==> config.mk <==
export PLATFORM = sky130hd
export DESIGN_NAME = lbcd_cell
export DESIGN_NICKNAME = d
export VERILOG_FILES = /design/src/design/lru_block_cache_directory_defines.svh /design/src/design/lbcd_pkg.sv /design/src/design/lbcd_cell.sv
export SDC_FILE = /design/constraint.sdc
export NUM_CORES = 1
export LEC_CHECK = 0
export ABC_CLOCK_PERIOD_IN_PS = 2150
export BUFFER_PORTS_ARGS = -buffer_cell sky130_fd_sc_hd__buf_2
export CORE_AREA = 2 2 66 68
export CTS_CLUSTER_SIZE = 30
export DETAILED_ROUTE_END_ITERATION = 12
export DIE_AREA = 0 0 68 70
export PLACE_DENSITY = 0.8
export SLEW_MARGIN = 10
export SYNTH_ARGS = -nofsm -noshare
export SYNTH_HDL_FRONTEND = slang
export SYNTH_SLANG_ARGS = --single-unit
==> constraint.sdc <==
create_clock -name clk -period 2.15 [get_ports clk]
set_input_delay 0 -clock clk [delete_from_list [all_inputs] [get_ports clk]]
set_output_delay 0 -clock clk [all_outputs]
set_load 0.01 [all_outputs]
==> src/design/lru_block_cache_directory_defines.svh <==
// Assertion helpers shared by the directory RTL.
`ifndef LRU_BLOCK_CACHE_DIRECTORY_DEFINES_SVH
`define LRU_BLOCK_CACHE_DIRECTORY_DEFINES_SVH

// Same-cycle implication, quiet during reset.
`define LBCD_ASSERT_IMP(label, clk, rst_n, ante, cons, msg) \
    label: assert property (@(posedge clk) disable iff (!rst_n) (ante) |-> (cons)) \
        else $error(msg);

// Next-cycle implication, quiet during reset.
`define LBCD_ASSERT_NEXT(label, clk, rst_n, ante, cons, msg) \
    label: assert property (@(posedge clk) disable iff (!rst_n) (ante) |=> (cons)) \
        else $error(msg);

`endif

==> src/design/lbcd_pkg.sv <==
`timescale 1ns / 1ps
package lbcd_pkg;

    localparam int TAG_W           = 32;
    localparam int OUT_SLOT_W      = 6;
    localparam int ACT_W           = 2;
    localparam int DEFAULT_ENTRIES = 64;

    typedef enum logic {
        CMD_GET = 1'b0,
        CMD_PUT = 1'b1
    } cmd_t;

    typedef enum logic [ACT_W-1:0] {
        ACT_NONE       = 2'd0,
        ACT_FETCH      = 2'd1,
        ACT_WRITE      = 2'd2,
        ACT_WRITE_DIFF = 2'd3
    } action_t;

    typedef struct packed {
        logic             command;
        logic [TAG_W-1:0] block_number;
    } req_t;

    typedef struct packed {
        logic                  hit;
        logic [OUT_SLOT_W-1:0] slot;
        logic                  evicted;
        logic [TAG_W-1:0]      evicted_block;
        logic [ACT_W-1:0]      backing_action;
    } rsp_t;

    // Controls broadcast to every cell of the recency chain.
    typedef struct packed {
        logic capture;
        logic shift;
    } cell_ctl_t;

endpackage

==> src/design/lbcd_cell.sv <==
`timescale 1ns / 1ps
// One recency position: holds a tag and its slot, compares against the
// search key, and takes its predecessor's entry when the chain shifts.
module lbcd_cell import lbcd_pkg::*; #(
    parameter int SLOT_W = 6
) (
    input  logic              clk,
    input  logic              rst_n,
    input  cell_ctl_t         ctl,
    input  logic [TAG_W-1:0]  key,
    input  logic              prev_valid,
    input  logic [TAG_W-1:0]  prev_tag,
    input  logic [SLOT_W-1:0] prev_slot,
    input  logic              shift_in,
    output logic              shift_out,
    output logic              valid,
    output logic [TAG_W-1:0]  tag,
    output logic [SLOT_W-1:0] slot,
    output logic              match
);

    logic              valid_reg;
    logic              valid_next;
    logic [TAG_W-1:0]  tag_reg;
    logic [SLOT_W-1:0] slot_reg;
    logic              match_reg;
    logic              match_next;
    logic              take;

    // This cell moves when it or any later cell holds the hit (or on a miss).
    assign shift_out = match_reg | shift_in;
    assign take      = ctl.shift & shift_out;

    assign match_next = ctl.capture ? (valid_reg & (tag_reg == key)) : match_reg;
    assign valid_next = take ? prev_valid : valid_reg;

    // Hold occupancy and match flags.
    always_ff @(posedge clk or negedge rst_n)
    begin
        if (!rst_n)
        begin
            valid_reg <= 1'b0;
            match_reg <= 1'b0;
        end
        else
        begin
            valid_reg <= valid_next;
            match_reg <= match_next;
        end
    end

    // Advance the entry from the neighbor.
    always_ff @(posedge clk)
    begin
        if (take)
        begin
            tag_reg  <= prev_tag;
            slot_reg <= prev_slot;
        end
    end

    assign valid = valid_reg;
    assign tag   = tag_reg;
    assign slot  = slot_reg;
    assign match = match_reg;

endmodule

==> tab_implementation.tex <==
\begin{tabular}{lr}
\hline
Metric & Value \\
\hline
\multicolumn{2}{l}{\textbf{Run status}} \\
Outcome & finished clean \\
\multicolumn{2}{l}{\textbf{Placed design}} \\
Post-Place Cells & 257 \\
Number of buffers added on ports & 116 \\
Detail Placement HPWL & 2.69 mm \\
Routability Congestion & 0.724 \\
\multicolumn{2}{l}{\textbf{Synthesis}} \\
Warnings from Yosys & 0 \\
Net count of the mapped netlist & 164 \\
Number of flops mapped to enable cells by yosys & 38 \\
Biggest area consumer among synthesized cells & edfxtp\_1 \\
Sequential-to-total area share from yosys stat & 75.4\% \\
Most used flip-flop cell after synthesis & edfxtp\_1 \\
Synthesized instance count & 88 \\
Most common library cells after synthesis & 38 x edfxtp\_1, 20 x xor2\_1, 12 x xnor2\_1 \\
Share of flip-flops with an asynchronous set or reset & 5.00\% \\
Cell area after synthesis & 1580 µm² \\
Synth unique cells & 13 \\
Cells taking the most area after synthesis & edfxtp\_1 72\%, xor2\_1 11\%, xnor2\_1 6.7\% \\
Number of synthesized register bits & 40 \\
Synth top area share & 72.2\% \\
Average cell area after synthesis & 18.0 µm² \\
Most frequent cell after synthesis & edfxtp\_1 \\
\multicolumn{2}{l}{\textbf{Clocking}} \\
CTS tree & built \\
Clock root cell & clkbuf\_8 \\
Total clock buffers created by CTS & 5 \\
Register clock-pin slew on the reported worst setup and hold paths & 0.08 ns \\
Maximum number of buffers from clock root to sink & 2 \\
Sink Count & 40 \\
\# resized after CTS & 0 \\
Clock latency on the worst-skew pair & 0.29 ns \\
H-tree depth reported by CTS & 2 \\
\multicolumn{2}{l}{\textbf{Floorplan}} \\
Die outline area & 4760 µm² \\
I/O pin cnt & 117 \\
Horizontal die dimension & 68 µm \\
Initial core utilization & 38.1\% \\
Chip height & 70 µm \\
Area of the placeable core & 4140 µm² \\
Rows & 24 \\
\multicolumn{2}{l}{\textbf{Critical path}} \\
Critical Path End Type & flop \\
Worst endpoint data arrival time & 2.01 ns \\
WS Path Type & flop to flop \\
Required time of the worst setup path & 2.36 ns \\
Maximum net fanout on the critical path & 2 \\
Nature of the critical path startpoint & flop \\
\multicolumn{2}{l}{\textbf{Drt}} \\
Vias per std cell & 4.42 \\
Wire length per cell & 13.9 µm \\
Drt first-iter violations & 45 \\
DRC & 0 \\
Number of iterations in the first detailed-routing pass & 4 \\
Final WL & 4.24 mm \\
Number of nets with antenna violations after detailed routing & 0 \\
Via count & 1,354 \\
\multicolumn{2}{l}{\textbf{Finish}} \\
Finished Core Util & 66.4\% \\
Footprint of the flip-flops and latches & 1190 µm² \\
Area of the multi-input gates & 387 µm² \\
Number of inserted diodes & 0 \\
Post-route insts no fill & 306 \\
Share of cells above drive strength 1 & 50.4\% \\
Number of flip-flops under the largest register name & 32 \\
Layout filler cell count & 324 \\
Layout Area Growth over Synthesis & 74.2\% \\
Final net count & 329 \\
\multicolumn{2}{l}{\textbf{Timing}} \\
Hold WS & 0.0577 ns \\
Setup TNS & 0 ns \\
Post-route clock skew & 0.00910 ns \\
Hold violation count in the final report & 0 \\
Pin slew with the least headroom to its limit & 0.474 ns \\
Pins Over Slew Limit & 0 \\
Final setup vio count & 0 \\
Setup repair after global routing missed its margin & false \\
Worst max-slew margin expressed relative to the limit & 68.4\% \\
Maximum achievable frequency & 0.556 GHz \\
Final cycle utilization of the critical path & 83.7\% \\
Min cycle time layout & 1.80 ns \\
\multicolumn{2}{l}{\textbf{GRT}} \\
Pin count of the biggest net entering global routing & 21 \\
Tot GR Track Use & 19.2\% \\
First-pass GRT wire length & 6.53 mm \\
Remaining Overflow, GRT & 0 \\
Number of global-route vias before repair & 1,445 \\
Antenna violations before repair & 0 \\
\multicolumn{2}{l}{\textbf{Pwr}} \\
Leak pwr & 1.20 nW \\
VDD IR-drop max & 0.486 mV \\
Power density over the cells & 636 nW/µm² \\
\multicolumn{2}{l}{\textbf{Job}} \\
Max-Cap Viols & 0 \\
\multicolumn{2}{l}{\textbf{Hold path}} \\
Worst min-delay path category & primary input to asynchronous set/reset pin \\
\hline
\end{tabular}
==> area by class of cell <==
class / count / area share, %
clock buffers: 6 / 2.64
clock inverters: 2 / 1.27
inverters: 1 / 0.136
multi-input cells: 47 / 14.0
flip-flops and latches: 40 / 43.3
well taps: 52 / 2.36
repair buffers: 158 / 36.3
==> power breakdown <==
| group | internal [W] | switching (W) | total (W) |
|---|---|---|---|
| Combinational | 0.000151 | 0.0000984 | 0.000249 |
| Sequential | 0.000894 | 0.0000191 | 0.000913 |
| Clock | 0.000344 | 0.000243 | 0.000587 |
| Total | 0.00139 | 0.000361 | 0.00175 |
==> placed cells by master, fill, tap and decap left out <==
cell,synthesis,routed
nand4_1,4,4
xor2_1,20,20
and2_2,0,1
o22ai_2,1,1
nor4_1,5,5
inv_1,1,1
xnor2_1,12,12
buf_2,0,116
clkinv_2,0,1
or4_1,1,1
clkbuf_8,0,5
bufinv_16,0,1
clkbuf_1,0,1
or2_2,1,1
dfrtp_1,2,2
buf_4,0,1
nand3_1,1,1
mux2_2,1,1
edfxtp_1,38,38
dlygate4sd3_1,0,41
==> worst max-delay path: stages (launching register included) <==
cell and delay [ns]:
edfxtp_1 0.40, xor2_1 0.15, nor4_1 0.35, nand4_1 0.16
or4_1 0.56, o22ai_2 0.09
==> worst paths after layout <==
path	startpoint	end	slack, ns	cells after the start
min	rst_n	valid$_DFFE_PN0P_	0.06	2
max reg2reg	tag[8]$_DFFE_PP_	match$_DFFE_PN0P_	0.35	5
min in group clk	key[28]	match$_DFFE_PN0P_	0.06	4
max in group asynchronous	rst_n	match$_DFFE_PN0P_	1.99	2
min reg2reg	valid$_DFFE_PN0P_	valid$_DFFE_PN0P_	0.54	1
max	tag[8]$_DFFE_PP_	match$_DFFE_PN0P_	0.35	5
==> metal layers <==
layer / GRT usage (%) / vias up / wire [µm]
met5: 0 / - / 0
met4: 6.00 / 0 / 54
met3: 6.44 / 5 / 343
met2: 37.8 / 65 / 2440
met1: 17.3 / 627 / 1400
li1: - / 657 / -
==> kinds of logic after synthesis <==
logic type | share of synthesized area [%]
AO/OA/AOI/OAI | 0.792
XOR/XNOR | 17.7
buffers and inverters | 0.237
flip-flops | 75.4
multiplexers | 0.713
AND/OR/NAND/NOR | 5.15
==> per-stage QoR <==
| stage | power [W] | cell area [µm²] | setup slack (ns) |
|---|---|---|---|
| 2_1_floorplan | 0.00100 | 1580 | 0.0985 |
| 3_5_place_dp | 0.00112 | 2230 | 0.326 |
| 3_3_place_gp | 0.00111 | 2230 | 0.354 |
| 5_1_grt | 0.00184 | 2750 | 0.203 |
| 4_1_cts | 0.00177 | 2750 | 0.315 |
| 6_report | 0.00175 | 2750 | 0.351 |
==> repair_timing <==
action                                 in CTS  in global routing
setup buffers                               0                  0
endpoints found under the hold margin      42                  0
hold buffers                               41                  0
(Power assumes the default switching activity.)
